**src/design/multiboot_image_encryptor_core_assert.svh**
```systemverilog
// assertion macros used by the encryptor engine rtl
`ifndef MULTIBOOT_IMAGE_ENCRYPTOR_CORE_ASSERT_SVH
`define MULTIBOOT_IMAGE_ENCRYPTOR_CORE_ASSERT_SVH

// condition holds at every edge out of reset
`define MBIE_ASSERT_ALWAYS(label, clk, rst, cond, msg) \
   label: assert property (@(posedge clk) disable iff (rst) (cond)) else $error(msg);

// consequent holds in the same cycle as the antecedent
`define MBIE_ASSERT_IMPLY(label, clk, rst, ante, cons, msg) \
   label: assert property (@(posedge clk) disable iff (rst) (ante) |-> (cons)) else $error(msg);

// consequent holds in the cycle after the antecedent
`define MBIE_ASSERT_NEXT(label, clk, rst, ante, cons, msg) \
   label: assert property (@(posedge clk) disable iff (rst) (ante) |=> (cons)) else $error(msg);

`endif

```
**src/design/mbie_pkg.sv**
```systemverilog
// shared types and constants of the boot image encryptor
package mbie_pkg;

   localparam int SIZE_W = 19;

   localparam logic [SIZE_W-1:0] MAX_IMAGE_BYTES   = 19'd262144;
   localparam logic [SIZE_W-1:0] MIN_IMAGE_BYTES   = 19'd512;
   localparam logic [SIZE_W-1:0] HEADER_BYTES      = 19'd192;
   localparam logic [SIZE_W-1:0] IMAGE_SIZE_RESET  = 19'd512;

   typedef enum logic {
      FUNC_START = 1'b0,
      FUNC_DATA  = 1'b1
   } func_type;

   typedef struct packed {
      func_type    func;
      logic [31:0] word;
   } in_beat_type;

   typedef struct packed {
      logic [31:0] send_word;
      logic        last;
   } out_beat_type;

endpackage

```
**src/design/mbie_in_reg.sv**
```systemverilog
// input register in front of the encryption engine
module mbie_in_reg (
   input  logic                 clock,
   input  logic                 reset,
   input  logic                 in_valid,
   output logic                 in_ready,
   input  mbie_pkg::in_beat_type in_beat,
   output logic                 hold_valid,
   output mbie_pkg::in_beat_type hold_beat,
   input  logic                 hold_take
);
   import mbie_pkg::*;

   logic        valid_ff, valid_in;
   in_beat_type beat_ff, beat_in;
   logic        fire;

   assign in_ready = !valid_ff || hold_take;
   assign fire     = in_valid && in_ready;

   always_comb begin
      valid_in = valid_ff;
      beat_in  = beat_ff;
      if (fire) begin
         valid_in = 1'b1;
         beat_in  = in_beat;
      end else if (hold_take) begin
         valid_in = 1'b0;
      end
   end

   always_ff @(posedge clock) begin
      if (reset) begin
         valid_ff <= 1'b0;
      end else begin
         valid_ff <= valid_in;
      end
      beat_ff <= beat_in;
   end

   assign hold_valid = valid_ff;
   assign hold_beat  = beat_ff;

endmodule

```
**src/design/mbie_engine.sv**
```systemverilog
// session state, crc and word encryption, one beat per cycle unless stalled
`include "multiboot_image_encryptor_core_assert.svh"

module mbie_engine (
   input  logic                          clock,
   input  logic                          reset,
   input  logic [mbie_pkg::SIZE_W-1:0]   image_size,
   input  logic                          in_valid,
   input  mbie_pkg::in_beat_type         in_beat,
   output logic                          in_take,
   input  logic                          out_free,
   output logic                          res_valid,
   output mbie_pkg::out_beat_type        res_beat
);
   import mbie_pkg::*;

   localparam logic [31:0] KEY_SEED  = 32'h6F64_6573;
   localparam logic [31:0] KEY_MUL   = 32'h6177_614B;
   localparam logic [31:0] KEY_MASK  = 32'h2079_6220;
   localparam logic [31:0] LOAD_BASE = 32'h0200_0000;
   localparam logic [15:0] CRC_POLY  = 16'hA1C1;
   localparam logic [15:0] CRC_INIT  = 16'h15A0;

   typedef logic [31:0][15:0] crc_tab_type;

   // the 32 shift steps are linear, so each input bit maps to a fixed column
   function automatic crc_tab_type crc_build();
      crc_tab_type tab;
      logic [31:0] c;
      for (int b = 0; b < 32; b++) begin
         c = 32'd1 << b;
         for (int s = 0; s < 32; s++) begin
            c = c[0] ? ((c >> 1) ^ {16'd0, CRC_POLY}) : (c >> 1);
         end
         tab[b] = c[15:0];
      end
      return tab;
   endfunction

   localparam crc_tab_type CRC_COL = crc_build();

   function automatic logic [15:0] crc_next(logic [15:0] crc, logic [31:0] val);
      logic [31:0] c;
      logic [15:0] r;
      c = {16'd0, crc} ^ val;
      r = '0;
      for (int i = 0; i < 32; i++) begin
         if (c[i]) begin
            r = r ^ CRC_COL[i];
         end
      end
      return r;
   endfunction

   logic [31:0]       key_ff, key_in;
   logic [15:0]       crc_ff, crc_in;
   logic [SIZE_W-1:0] off_ff, off_in;
   logic              active_ff, active_in;
   logic              trail_ff, trail_in;

   logic [SIZE_W-1:0] size_clamp, size_pad, off_next;
   logic [14:0]       sk_k;
   logic [31:0]       sk_base, sk_sum, sk_full, size_key;
   logic [31:0]       key_step, neg_addr, enc_data, enc_trail;
   logic [15:0]       crc_data;
   logic              in_header, upload_ends, data_step;

   // image size clamped to the maximum, then raised to the minimum or padded to a multiple of 8
   always_comb begin
      size_clamp = (image_size > MAX_IMAGE_BYTES) ? MAX_IMAGE_BYTES : image_size;
      size_pad   = (size_clamp < MIN_IMAGE_BYTES) ? MIN_IMAGE_BYTES
                 : ((size_clamp + 19'd7) & ~19'd7);
   end

   // size key sent in reply to a start beat
   always_comb begin
      sk_k     = 15'((size_pad - MIN_IMAGE_BYTES) >> 3);
      sk_base  = 32'h0070_0000
               | {15'd0, sk_k[14], 1'b0, sk_k[13:7], 1'b0, sk_k[6:0]};
      sk_sum   = sk_base + (sk_base >> 8) + (sk_base >> 16);
      sk_full  = sk_base | {sk_sum[7:0], 24'd0} | 32'h8080_8080;
      size_key = sk_full[9] ? (sk_full ^ KEY_SEED) : (sk_full ^ KEY_MUL);
   end

   // one lcg step, shared by data words and the trailer
   assign key_step    = key_ff * KEY_MUL + 32'd1;
   assign neg_addr    = 32'd0 - (LOAD_BASE + {13'd0, off_ff});
   assign crc_data    = crc_next(crc_ff, in_beat.word);
   assign in_header   = off_ff < HEADER_BYTES;
   assign off_next    = off_ff + 19'd4;
   assign upload_ends = off_next >= size_pad;
   assign enc_data    = in_beat.word ^ key_step ^ neg_addr ^ KEY_MASK;
   // off_ff already points past the last word when the trailer goes out
   assign enc_trail   = {size_pad[15:0], crc_ff} ^ key_step ^ neg_addr ^ KEY_MASK;

   assign in_take   = in_valid && !trail_ff && out_free;
   assign data_step = in_take && (in_beat.func == FUNC_DATA) && active_ff;

   always_comb begin
      key_in    = key_ff;
      crc_in    = crc_ff;
      off_in    = off_ff;
      active_in = active_ff;
      trail_in  = trail_ff;
      res_valid = 1'b0;
      res_beat  = '0;
      if (trail_ff && out_free) begin
         key_in             = key_step;
         trail_in           = 1'b0;
         res_valid          = 1'b1;
         res_beat.send_word = enc_trail;
         res_beat.last      = 1'b1;
      end else if (in_take) begin
         case (in_beat.func)
            FUNC_START: begin
               key_in             = KEY_SEED ^ in_beat.word;
               crc_in             = CRC_INIT;
               off_in             = '0;
               active_in          = 1'b1;
               res_valid          = 1'b1;
               res_beat.send_word = size_key;
            end
            FUNC_DATA: begin
               if (active_ff) begin
                  res_valid = 1'b1;
                  off_in    = off_next;
                  if (in_header) begin
                     res_beat.send_word = in_beat.word;
                  end else begin
                     crc_in             = crc_data;
                     key_in             = key_step;
                     res_beat.send_word = enc_data;
                  end
                  if (upload_ends) begin
                     active_in = 1'b0;
                     trail_in  = 1'b1;
                  end
               end
            end
            default: begin
            end
         endcase
      end
   end

   always_ff @(posedge clock) begin
      if (reset) begin
         key_ff    <= '0;
         crc_ff    <= CRC_INIT;
         off_ff    <= '0;
         active_ff <= 1'b0;
         trail_ff  <= 1'b0;
      end else begin
         key_ff    <= key_in;
         crc_ff    <= crc_in;
         off_ff    <= off_in;
         active_ff <= active_in;
         trail_ff  <= trail_in;
      end
   end

   `MBIE_ASSERT_IMPLY(a_trail_after_upload, clock, reset, trail_ff, !active_ff, "trailer pending during upload")
   `MBIE_ASSERT_IMPLY(a_res_needs_slot, clock, reset, res_valid, out_free, "result with output slot busy")
   `MBIE_ASSERT_ALWAYS(a_offset_aligned, clock, reset, off_ff[1:0] == 2'b00, "byte offset not word aligned")
   `MBIE_ASSERT_NEXT(a_end_sets_trailer, clock, reset, data_step && upload_ends, trail_ff, "final word without trailer")

endmodule

```
**src/design/mbie_out_reg.sv**
```systemverilog
// result register toward the transmit side
module mbie_out_reg (
   input  logic                  clock,
   input  logic                  reset,
   input  logic                  res_valid,
   input  mbie_pkg::out_beat_type res_beat,
   output logic                  out_free,
   output logic                  out_valid,
   input  logic                  out_ready,
   output mbie_pkg::out_beat_type out_beat
);
   import mbie_pkg::*;

   logic         valid_ff, valid_in;
   out_beat_type beat_ff, beat_in;

   assign out_free = !valid_ff || out_ready;

   always_comb begin
      valid_in = valid_ff;
      beat_in  = beat_ff;
      if (out_free) begin
         valid_in = res_valid;
         if (res_valid) begin
            beat_in = res_beat;
         end
      end
   end

   always_ff @(posedge clock) begin
      if (reset) begin
         valid_ff <= 1'b0;
      end else begin
         valid_ff <= valid_in;
      end
      beat_ff <= beat_in;
   end

   assign out_valid = valid_ff;
   assign out_beat  = beat_ff;

endmodule

```
**src/design/multiboot_image_encryptor_core.sv**
```systemverilog
// top level of the boot image encryptor
//
//   channel | direction | payload
//   req     | in        | tuser: func, tdata: word
//   rsp     | out       | tdata: send_word, tlast: last
//   csr     | in        | wr_data: image_size
//
// one beat is accepted per cycle when nothing stalls; its result reaches rsp
// through the input register, then the result register.
// the final data word yields two result beats, so the next request beat waits
// while the single lcg multiplier forms the trailer key.
// reset is synchronous; it clears the pipeline valids and session state and
// sets image_size back to 512.
// rsp_tready low holds the result register and stalls req through it.
module multiboot_image_encryptor_core (
   input  logic                        clock,
   input  logic                        reset,
   input  logic                        req_tvalid,
   output logic                        req_tready,
   input  logic [31:0]                 req_tdata,   // word
   input  logic                        req_tuser,   // func
   output logic                        rsp_tvalid,
   input  logic                        rsp_tready,
   output logic [31:0]                 rsp_tdata,   // send_word
   output logic                        rsp_tlast,
   input  logic                        csr_wr_en,
   input  logic [mbie_pkg::SIZE_W-1:0] csr_wr_data
);
   import mbie_pkg::*;

   logic [SIZE_W-1:0] image_size_ff, image_size_in;
   in_beat_type       req_beat, hold_beat;
   out_beat_type      res_beat, out_beat;
   logic              hold_valid, hold_take, out_free, res_valid;

   assign image_size_in = csr_wr_en ? csr_wr_data : image_size_ff;

   always_ff @(posedge clock) begin
      if (reset) begin
         image_size_ff <= IMAGE_SIZE_RESET;
      end else begin
         image_size_ff <= image_size_in;
      end
   end

   assign req_beat.func = func_type'(req_tuser);
   assign req_beat.word = req_tdata;

   mbie_in_reg u_in_reg (
      .clock      (clock),
      .reset      (reset),
      .in_valid   (req_tvalid),
      .in_ready   (req_tready),
      .in_beat    (req_beat),
      .hold_valid (hold_valid),
      .hold_beat  (hold_beat),
      .hold_take  (hold_take)
   );

   mbie_engine u_engine (
      .clock      (clock),
      .reset      (reset),
      .image_size (image_size_ff),
      .in_valid   (hold_valid),
      .in_beat    (hold_beat),
      .in_take    (hold_take),
      .out_free   (out_free),
      .res_valid  (res_valid),
      .res_beat   (res_beat)
   );

   mbie_out_reg u_out_reg (
      .clock      (clock),
      .reset      (reset),
      .res_valid  (res_valid),
      .res_beat   (res_beat),
      .out_free   (out_free),
      .out_valid  (rsp_tvalid),
      .out_ready  (rsp_tready),
      .out_beat   (out_beat)
   );

   assign rsp_tdata = out_beat.send_word;
   assign rsp_tlast = out_beat.last;

endmodule
```
**config.mk**
```make
export PLATFORM = sky130hd
export DESIGN_NAME = multiboot_image_encryptor_core
export DESIGN_NICKNAME = d
export VERILOG_FILES = /design/src/design/mbie_pkg.sv /design/src/design/mbie_in_reg.sv /design/src/design/mbie_engine.sv /design/src/design/mbie_out_reg.sv /design/src/design/multiboot_image_encryptor_core.sv
export VERILOG_INCLUDE_DIRS = /design/src /design/src/design
export SDC_FILE = /design/constraint.sdc
export NUM_CORES = 1
export LEC_CHECK = 0
export BUFFER_PORTS_ARGS = -buffer_cell sky130_fd_sc_hd__buf_2
export CORE_ASPECT_RATIO = 0.6
export CORE_UTILIZATION = 55
export DETAILED_ROUTE_END_ITERATION = 10
export PLACE_DENSITY = 0.75
export SKIP_LAST_GASP = 1
export SLEW_MARGIN = 15
export SYNTH_ARGS = -nofsm -noshare
export SYNTH_HDL_FRONTEND = slang
export SYNTH_HIERARCHICAL = 1
export SYNTH_SLANG_ARGS = --single-unit
export TNS_END_PERCENT = 50
```
**constraint.sdc**
```tcl
create_clock -name clock -period 9.4 [get_ports clock]
set_input_delay 1.88 -clock clock [delete_from_list [all_inputs] [get_ports clock]]
set_output_delay 1.88 -clock clock [all_outputs]
set_load 0.02 [all_outputs]
```
==> results of run 1 <==
==> through the flow <==
step	std cells	hold slack, ns	util
6_report	2509	0.516	0.611
5_1_grt	2509	0.540	0.611
4_1_cts	2509	0.516	0.611
3_5_place_dp	2477	0.502	0.592
3_3_place_gp	2477	0.501	0.592
2_1_floorplan	2003	0.465	-
==> where the power goes <==
part	internal (mW)	leakage, nW	switching [mW]	total [mW]
Sequential	0.740	1.36	0.0795	0.819
Clock	0.429	0.305	0.345	0.774
Combinational	1.85	7.61	2.77	4.62
Total	3.02	9.27	3.19	6.21
==> area by class of cell <==
cell class	count	area share
clock buffers	17	0.0211
clock inverters	15	0.0101
inverters	380	0.0708
multi-input cells	1389	0.657
flip-flops and latches	154	0.186
well taps	450	0.0279
repair buffers	104	0.0276
==> logic make-up (layout without fill, tap and decap cells) <==
family                     after synthesis  in the layout  share of synthesized area
buffers and inverters                  460            516                     0.0961
adders and majority gates              379            379                      0.324
and+or+nand+nor                        372            372                     0.0979
xor gates and xnor gates               335            335                      0.164
AOI/OAI and AO/OA                      279            279                      0.106
DFF                                    154            154                      0.199
muxes                                   24             24                     0.0129
==> cell usage after synthesis, types with 9 or more instances <==
library cell / count
o21a_1: 9
edfxtp_1: 66
nand2_1: 93
clkbuf_1: 59
mux2i_1: 22
fa_1: 178
nand2b_1: 15
o21ai_0: 52
a21oi_1: 52
inv_1: 378
o221ai_1: 10
xor2_1: 100
a22oi_1: 26
dfxtp_1: 88
o22ai_1: 15
nor3_1: 23
nand3_1: 23
nand4_1: 9
nor2_1: 135
and3_1: 9
a211oi_1: 32
ha_1: 201
nor2b_1: 9
buf_2: 12
a21o_1: 10
xnor2_1: 224
==> state kept, by name (all words and copies together) (netlist names) <==
register and flops:
u_engine/key_ff 32, u_engine/trail_ff 1, u_engine/active_ff 1, u_engine/off_ff 17, image_size_ff 19, u_out_reg/out_beat 33, u_in_reg/hold_beat 33, u_engine/crc_ff 16
u_out_reg/out_valid 1, u_in_reg/hold_valid 1
==> layout by cell type (no fill, tap or decap), types with 17 or more instances in the layout <==
cell,instances
a211oi_1,32
a21oi_1,52
a22oi_1,26
buf_2,90
clkbuf_16,17
dfxtp_1,88
edfxtp_1,66
fa_1,178
ha_1,201
inv_1,378
mux2i_1,22
nand2_1,93
nand3_1,23
nor2_1,135
nor3_1,22
o21ai_0,52
xnor2_1,224
xor2_1,100
==> per-layer routing <==
metal,vias up,track usage
li1,6568,-
met1,7250,0.551
met2,893,0.453
met3,75,0.191
met4,3,0.0627
met5,-,0.0332
==> worst max-delay path by stage <==
stage	cells past startpoint	to	slack, ns	start
after floorplan	23	u_out_reg/out_beat[32]$_DFFE_PP_	2.48	u_engine/key_ff[4]$_SDFFE_PP0P_
after global placement	22	u_out_reg/out_beat[32]$_DFFE_PP_	1.79	u_engine/key_ff[4]$_SDFFE_PP0P_
after detailed placement	22	u_out_reg/out_beat[32]$_DFFE_PP_	1.70	u_engine/key_ff[4]$_SDFFE_PP0P_
after CTS	21	u_out_reg/out_beat[31]$_DFFE_PP_	1.64	u_engine/key_ff[4]$_SDFFE_PP0P_
after global routing	21	u_out_reg/out_beat[31]$_DFFE_PP_	1.21	u_engine/key_ff[4]$_SDFFE_PP0P_
final	22	u_out_reg/out_beat[32]$_DFFE_PP_	1.51	u_engine/key_ff[4]$_SDFFE_PP0P_
==> worst reg2reg max path: cells and delay by family, from the launching register on <==
family | cells | cell delay, ns
simple gates | 4 | 0.84
compound gates | 4 | 0.91
flops | 1 | 0.63
buf+inv | 4 | 0.40
fa+ha+maj | 9 | 4.59
mux | 1 | 0.28
==> results by group, run 1 <==
Outcome
  • Outcome: finished, final reports clean

Run
  • Max Cap Viol: 0

Layout
  • Final nets: 2,482
  • Register area: 0.00374 mm^2
  • # fillers: 2,818
  • ANT cells: 0
  • Post-Layout Inst Area: 0.0201 mm^2
  • Fraction of layout cells with a size suffix above 1: 0.0898
  • Area of the multi-input gates: 0.0132 mm^2
  • Area growth syn-to-layout: 7.33%

Min path
  • Worst hold start: u_in_reg/hold_valid$_SDFFE_PP0P_
  • Min-Delay Endpoint: u_in_reg/hold_valid$_SDFFE_PP0P_
  • Hold path depth: 2
  • Min-Delay Path Class: register to register

Timing
  • Hold Fails Final Rpt: 0
  • Setup TNS: 0 ns
  • Fmax: 0.127 GHz
  • Max-slew violation count: 0
  • Unrepaired setup endpoints after global routing: no
  • Slew HR: 0.213
  • Worst slew pin tran: 1.18 ns
  • Clock Skew: 0.0161 ns
  • Fin crit period: 7.89 ns
  • Final setup viols: 0
  • Post-route clock period utilization: 0.840
  • PnR worst setup slack: 1.51 ns

Routing
  • Final WL: 61.7 mm
  • Residual DRC: 0
  • TritonRoute pass-1 iters: 6
  • Starting DRT DRC Count: 1,890
  • Detail Route Antenna Nets: 0
  • Via count: 14.8k
  • Met2 wire length: 23.0 mm
  • Met1 WL: 27.2 mm
  • WL/cell: 24.6 um
  • Max Used Layer: met5
  • Vias per Instance: 5.89
  • WL met3: 10.5 mm

Worst setup path
  • Reg2reg setup slack: 1.51 ns
  • Crit-path max FO: 10
  • Crit-path slowest cell: dfxtp_1
  • CP Data Required Time: 9.60 ns
  • Endpoint class of the critical path: register
  • Worst path max stage delay: 0.63 ns
  • Cells along the critical path: inv_1 > fa_1 > fa_1 > fa_1 > fa_1 > fa_1 > inv_1 > fa_1 > fa_1 > inv_1 > fa_1 > inv_1 > ha_1 > and4_1 > nand4_1 > nor2_1 > o2111ai_1 > a31oi_1 > nor2_1 > mux2_2 > a2bb2oi_1 > o211ai_1
  • RR Endpoint: u_out_reg/out_beat[32]$_DFFE_PP_
  • Crit-path leading delay family: adder cells
  • Crit path DAT: 8.09 ns
  • Most frequent CP cell: fa_1
  • Worst path bufs/invs: 4
  • Crit path launch type: register
  • Crit Reg-Reg Startpoint: u_engine/key_ff[4]$_SDFFE_PP0P_
  • Reg2reg path depth: 22
  • Crit Path Class: register to register

Placement
  • Placed cell area: 0.0195 mm^2
  • Final GP Congestion: 1.10
  • Worst slack at placement: 1.70 ns
  • HPWL after DPL: 50.8 mm
  • PortBufs: 91

Clock tree
  • Post-CTS Setup Inserts: 0
  • Clock latency on the worst-skew pair: 0.47 ns
  • CTS tree: yes
  • Clock transition at path regs: 0.07 ns
  • Max clock buf depth: 2
  • # resized after CTS: 0
  • Cts hold-fix bufs: 0
  • Clk sinks: 154
  • CTS root buffer: clkbuf_16
  • Max H-tree Level: 4
  • Total CTS buffers: 17

Logic synthesis
  • Syn Area/Cell: 9.37 um^2
  • Ys flop type: dfxtp_1
  • Ys async rst share: 0
  • Yosys top cell by area: fa_1
  • Post-synthesis net count: 2,439
  • Post-synth EDFFs: 66
  • Largest cells by area after synthesis: fa_1, ha_1, edfxtp_1, xnor2_1, dfxtp_1
  • Synth Register Bits: 154
  • Yosys cell types: 88
  • Synth Instances: 2,003
  • Yosys top cell area share: 0.190
  • Post-synthesis sequential area ratio: 0.199
  • Mapped cell area: 0.0188 mm^2
  • Synth warn: 6

Global route
  • Vias in the first global route: 14.3k
  • Total track usage: 0.366
  • First-pass GRT wire length: 92.1 mm
  • Initial antenna violation count: 0
  • Largest net degree at the start of global routing: 89
  • Grt ovf: 0

Floorplanning
  • Core region area: 0.0330 mm^2
  • Initial core utilization: 0.569
  • Ports: 92
  • Die H: 145 um
  • Die Span X: 240 um
  • Row Count: 51
  • Die area: 0.0349 mm^2

Power
  • Total Power: 6.21 mW
  • Leakage: 9.27 nW
  • PD cells: 308 mW/mm^2
  • Worst vdd ir: 0.000373 V
No activity file was read; power rests on OpenSTA's default activity.
==> inputs of run 2 (changes only) <==
ABC_AREA = 1   (was default)
clock period = 7.68 ns   (was 9.4 ns; I/O delays follow)
==> run 2 against run 1 <==
  * Maximum frequency grew 4.1%
  * First-iteration DRC count grew 21%
  * Core utilization grew 0.068 points
  * Routed wire length grew 17%
  * Die area grew 6.5%
  * Synthesized cell count grew 26%
  * Flip-flop and latch count is the same
  * Clock power grew 11%
  * Register-to-register slack lost 1.4 ns
  * Sequential share of layout area shrank 1.3 points
  * Power shrank 26%
  * Final area grew 7.5%
  * Critical path type unchanged
  * Critical endpoint is now u_out_reg/out_beat[26]$_DFFE_PP_
==> results by group, run 2 <==
Floorplanning
  • Initial core utilization: 0.565
  • Die H: 150 um
  • Row Count: 53
  • Die area: 0.0372 mm^2
  • Core region area: 0.0354 mm^2
  • Die Span X: 248 um
  • Ports: 92

Layout
  • Layout Cells excl Fill: 3,088
  • ANT cells: 0
  • Register area: 0.00375 mm^2
  • Fraction of layout cells with a size suffix above 1: 0.0988
  • Final nets: 3,044
  • Most frequent cells in the layout: inv_1, nand2_1, ha_1
  • Most common cell after layout, fill and taps aside: inv_1
  • # fillers: 3,198
  • Area growth syn-to-layout: 8.20%
  • Area of the multi-input gates: 0.0139 mm^2

Clock tree
  • Clock latency on the worst-skew pair: 0.46 ns
  • CTS tree: yes
  • Max H-tree Level: 4
  • CTS root buffer: clkbuf_16
  • Post-CTS Setup Inserts: 0
  • Clock transition at path regs: 0.08 ns
  • Clk sinks: 154
  • # resized after CTS: 0
  • Cts hold-fix bufs: 0
  • Total CTS buffers: 17
  • Max clock buf depth: 2

Worst setup path
  • CP Data Required Time: 7.88 ns
  • Crit path launch type: register
  • Crit Path Class: register to register
  • Endpoint class of the critical path: register
  • Worst path max stage delay: 0.56 ns
  • Most frequent CP cell: nand2_1
  • Crit path DAT: 7.78 ns
  • Crit-path max FO: 7
  • Crit-path slowest cell: fa_1

Logic synthesis
  • Synth cell count leaders: inv_1, nand2_1, ha_1
  • Yosys top cell by area: fa_1
  • Synth Register Bits: 154
  • Synth Instances: 2,529
  • Top-count cell post-synth: inv_1
  • Mapped cell area: 0.0200 mm^2
  • Largest cells by area after synthesis: fa_1, ha_1, inv_1, edfxtp_1, dfxtp_1
  • Post-synthesis sequential area ratio: 0.187
  • Ys flop type: dfxtp_1
  • Synth warn: 6
  • Yosys top cell area share: 0.178
  • Ys async rst share: 0
  • Yosys cell types: 62
  • Syn Area/Cell: 7.91 um^2
  • Post-synthesis net count: 2,965
  • Post-synth EDFFs: 66

Power
  • Total Power: 4.59 mW
  • PD cells: 212 mW/mm^2
  • Worst vdd ir: 0.000164 V
  • Leakage: 11.0 nW

Routing
  • Via count: 17.7k
  • Final WL: 71.9 mm
  • WL met3: 11.8 mm
  • Starting DRT DRC Count: 2,286
  • Met1 WL: 32.9 mm
  • Met2 wire length: 26.1 mm
  • TritonRoute pass-1 iters: 6
  • Max Used Layer: met5
  • Detail Route Antenna Nets: 0
  • Vias per Instance: 5.72
  • Residual DRC: 0
  • WL/cell: 23.3 um

Global route
  • Largest net degree at the start of global routing: 51
  • Grt ovf: 0
  • First-pass GRT wire length: 106 mm
  • Total track usage: 0.397
  • Vias in the first global route: 16.9k
  • Initial antenna violation count: 4

Outcome
  • Outcome: finished, final reports clean

Placement
  • Final GP Congestion: 1.06
  • HPWL after DPL: 60.1 mm
  • Inst Count DP: 3,055
  • PortBufs: 91

Timing
  • Max-slew violation count: 0
  • Final hold slack: 0.472 ns
  • Fmax: 0.132 GHz
  • Post-route clock period utilization: 0.987
  • Worst slew pin tran: 1.03 ns
  • Clock Skew: 0.0172 ns
  • Hold Fails Final Rpt: 0
  • Unrepaired setup endpoints after global routing: yes
  • Slew HR: 0.308
  • Final setup viols: 0
  • Fin crit period: 7.58 ns

Run
  • Max Cap Viol: 0

Min path
  • Min-Delay Path Class: register to register
[run 2: final cells by class]
cell class / count / area share
Clock buffer: 18 / 0.0203
Sequential cell: 154 / 0.173
Tap cell: 467 / 0.0270
Clock inverter: 14 / 0.00578
Multi-Input combinational cell: 1748 / 0.642
Timing Repair Buffer: 126 / 0.0341
Inverter: 561 / 0.0973
[run 2: power by group]
group	switching [mW]	internal (mW)
Combinational	1.80	0.952
Sequential	0.0792	0.900
Clock	0.420	0.436
Total	2.30	2.29
[run 2: routing by layer]
| metal | track usage | vias up |
|---|---|---|
| met5 | 0 | - |
| met4 | 0.0720 | 2 |
| met3 | 0.170 | 76 |
| met2 | 0.499 | 1073 |
| met1 | 0.612 | 8507 |
| li1 | - | 8013 |
[run 2: cell families (layout without fill, tap and decap cells)]
group	Yosys count	after routing	synth area share
AO/OA/AOI/OAI	298	298	0.0834
XOR/XNOR	287	287	0.131
adder cells (fa/ha/maj)	379	379	0.304
buffers and inverters	627	719	0.120
flip-flops	154	154	0.187
AND/OR/NAND/NOR	784	784	0.174
[run 2: worst max-delay path, delay by kind of cell, from the launching register on]
family | cells | cell delay, ns
simple gates | 14 | 1.85
buf+inv | 5 | 0.57
flops | 1 | 0.40
compound gates | 1 | 0.11
fa+ha+maj | 9 | 4.38
[run 2: metrics by stage]
stage / area, um^2 / TNS [ns] / utilization / setup slack [ns]
floorplan: 20000 / 0 / - / 1.09
CTS: 21600 / 0 / 0.610 / 0.0191
detailed placement: 21000 / 0 / 0.594 / 0.0458
global route: 21600 / -0.134 / 0.611 / -0.134
global placement: 21000 / 0 / 0.594 / 0.173
finish: 21600 / 0 / 0.611 / 0.0987
[run 2: worst paths after layout]
| kind | start | slack [ns] | depth (start not counted) | to |
|---|---|---|---|---|
| worst max-delay path | u_engine/key_ff[7]$_SDFFE_PP0P_ | 0.1 | 29 | u_out_reg/out_beat[26]$_DFFE_PP_ |
| worst min-delay path | image_size_ff[1]$_SDFFE_PP0P_ | 0.47 | 2 | image_size_ff[1]$_SDFFE_PP0P_ |
| worst max register to register | u_engine/key_ff[7]$_SDFFE_PP0P_ | 0.1 | 29 | u_out_reg/out_beat[26]$_DFFE_PP_ |
| worst min register to register | image_size_ff[1]$_SDFFE_PP0P_ | 0.47 | 2 | image_size_ff[1]$_SDFFE_PP0P_ |
==> inputs of run 3 (changes only) <==
ABC_AREA = 0   (was 1)
BUFFER_PORTS_ARGS = -buffer_cell sky130_fd_sc_hd__buf_4   (was -buffer_cell sky130_fd_sc_hd__buf_2)
==> run 3 against run 2 <==
  * Non-clock buffer count up 10
  * Routed wire length down 13%
  * Via count down 16%
  * Highest routed layer is now met4
  * Largest cell class unchanged
  * Flip-flop and latch count unchanged
  * Sequential share of layout area up 0.90 points
  * Count of clock-buffer cells in the layout unchanged
==> results by group, run 3 (synthesis results as in run 1) <==
Min path
  • Min-Delay Path Class: register to register

Layout
  • Fraction of layout cells with a size suffix above 1: 0.104
  • Area growth syn-to-layout: 9.44%
  • # fillers: 2,866
  • Final core utilization: 0.623
  • Most common cell after layout, fill and taps aside: inv_1
  • Post-Layout Inst Area: 0.0205 mm^2
  • ANT cells: 0
  • Most frequent cells in the layout: inv_1, xnor2_1, ha_1
  • Final nets: 2,514

Routing
  • Final WL: 62.3 mm
  • Vias per Instance: 5.87
  • Via count: 14.9k
  • Starting DRT DRC Count: 2,010
  • TritonRoute pass-1 iters: 6
  • Detail Route Antenna Nets: 0
  • Residual DRC: 0
  • WL/cell: 24.5 um

Worst setup path
  • Crit Path Class: register to register
  • Crit-path slowest cell: a211oi_1
  • Worst path max stage delay: 0.57 ns
  • Endpoint class of the critical path: register
  • Cells along the critical path: buf_4 > ha_1 > fa_1 > inv_1 > fa_1 > inv_1 > ha_1 > inv_1 > fa_1 > inv_1 > fa_1 > inv_1 > fa_1 > fa_1 > inv_1 > ha_1 > nand3_1 > a211oi_1 > a221oi_1 > xnor2_1 > nor2_1 > xnor2_1 > o221ai_1
  • Crit path launch type: register
  • Crit path DAT: 7.52 ns
  • CP Data Required Time: 7.83 ns
  • Crit-path max FO: 10

Timing
  • Post-route clock period utilization: 0.960
  • Fmax: 0.136 GHz
  • Unrepaired setup endpoints after global routing: no
  • Slew HR: 0.208
  • Worst slew pin tran: 1.19 ns
  • Setup TNS: 0 ns
  • Max-slew violation count: 0
  • Fin crit period: 7.37 ns
  • Final hold slack: 0.512 ns
  • Clock Skew: 0.0257 ns
  • Hold Fails Final Rpt: 0
  • Final setup viols: 0
  • PnR worst setup slack: 0.310 ns

Clock tree
  • Total CTS buffers: 17
  • CTS root buffer: clkbuf_16
  • Max H-tree Level: 4
  • CTS tree: yes
  • Clock transition at path regs: 0.09 ns
  • Clock latency on the worst-skew pair: 0.46 ns
  • Post-CTS Setup Inserts: 0
  • Clk sinks: 154
  • Max clock buf depth: 2
  • # resized after CTS: 0
  • Cts hold-fix bufs: 0

Placement
  • HPWL after DPL: 51.5 mm
  • Worst slack at placement: 0.408 ns
  • PortBufs: 91
  • Final GP Congestion: 1.08
  • Placed cell area: 0.0200 mm^2

Power
  • Switching part of the total: 0.512
  • PD cells: 379 mW/mm^2
  • Leakage: 9.46 nW
  • Clock Power Share: 0.108
  • Internal: 3.80 mW
  • Worst vdd ir: 0.000558 V
  • Combinational power share: 0.765
  • Net switching power of the design: 3.99 mW
  • Sequential cell fraction of total power: 0.127

Floorplanning
  • Die area: 0.0349 mm^2
  • Ports: 92
  • Die Span X: 240 um
  • Die H: 145 um
  • Core region area: 0.0330 mm^2
  • Row Count: 51
  • Initial core utilization: 0.569

Global route
  • Largest net degree at the start of global routing: 89
  • Total track usage: 0.369
  • Vias in the first global route: 14.5k
  • Grt ovf: 0
  • Initial antenna violation count: 1
  • First-pass GRT wire length: 93.5 mm

Run
  • Max Cap Viol: 0

Outcome
  • Outcome: finished, final reports clean
==> run 3: cell count changes in the layout (fill, tap and decap cells not counted), moves of 78 or more <==
cell | before | now
nand2_1 | 428 | 93
nand3_1 | 131 | 23
a21oi_1 | 130 | 52
buf_2 | 91 | 0
inv_1 | 541 | 378
buf_4 | 34 | 136
xnor2_1 | 112 | 224
==> run 3: metrics by stage <==
stage	cells	total power, mW
after CTS	2541	7.63
after detailed placement	2509	6.75
after floorplan	2003	5.10
after global placement	2509	6.68
after global routing	2541	8.38
final	2541	7.80
==> run 3: worst paths after layout <==
kind	start	endpoint	slack (ns)	cells past startpoint
setup / recovery	u_engine/key_ff[4]$_SDFFE_PP0P_	u_out_reg/out_beat[25]$_DFFE_PP_	0.31	23
hold / removal	u_in_reg/hold_valid$_SDFFE_PP0P_	u_in_reg/hold_valid$_SDFFE_PP0P_	0.51	2
setup reg to reg	u_engine/key_ff[4]$_SDFFE_PP0P_	u_out_reg/out_beat[25]$_DFFE_PP_	0.31	23
hold reg to reg	u_in_reg/hold_valid$_SDFFE_PP0P_	u_in_reg/hold_valid$_SDFFE_PP0P_	0.51	2
==> run 3: final cells by class <==
class	instances	area (um^2)	share of cell area
Inverter	380	1430	0.0694
Clock inverter	14	121	0.00591
Multi-Input combinational cell	1389	13200	0.644
Clock buffer	18	429	0.0209
Tap cell	450	563	0.0274
Sequential cell	154	3740	0.182
Timing Repair Buffer	136	1020	0.0497
==> run 3: layer usage <==
layer  GRT usage  part of all wire  vias to the layer above
li1            -                 -                     6635
met1       0.595              0.46                     7320
met2       0.462              0.37                      917
met3       0.135              0.16                       53
met4      0.0468            0.0089                        0
met5           0                 0                        -
==> run 3: power by group through the flow <==
stage          clock (mW)  combinational, mW  sequential (mW)
6_report            0.841               5.96            0.993
5_1_grt             0.868               6.52            0.995
4_1_cts             0.839               5.80            0.989
3_5_place_dp            0               5.75             1.01
3_3_place_gp            0               5.68             1.00
2_1_floorplan           0               4.13            0.975
==> run 3: worst max-delay path, delay by kind of cell, from the launching register on <==
kind            cells  cell delay (ns)
xor+xnor            2             0.72
simple gates        2             0.33
buf+inv             7             0.55
compound gates      3             0.96
flops               1             0.32
fa+ha+maj           9             4.15
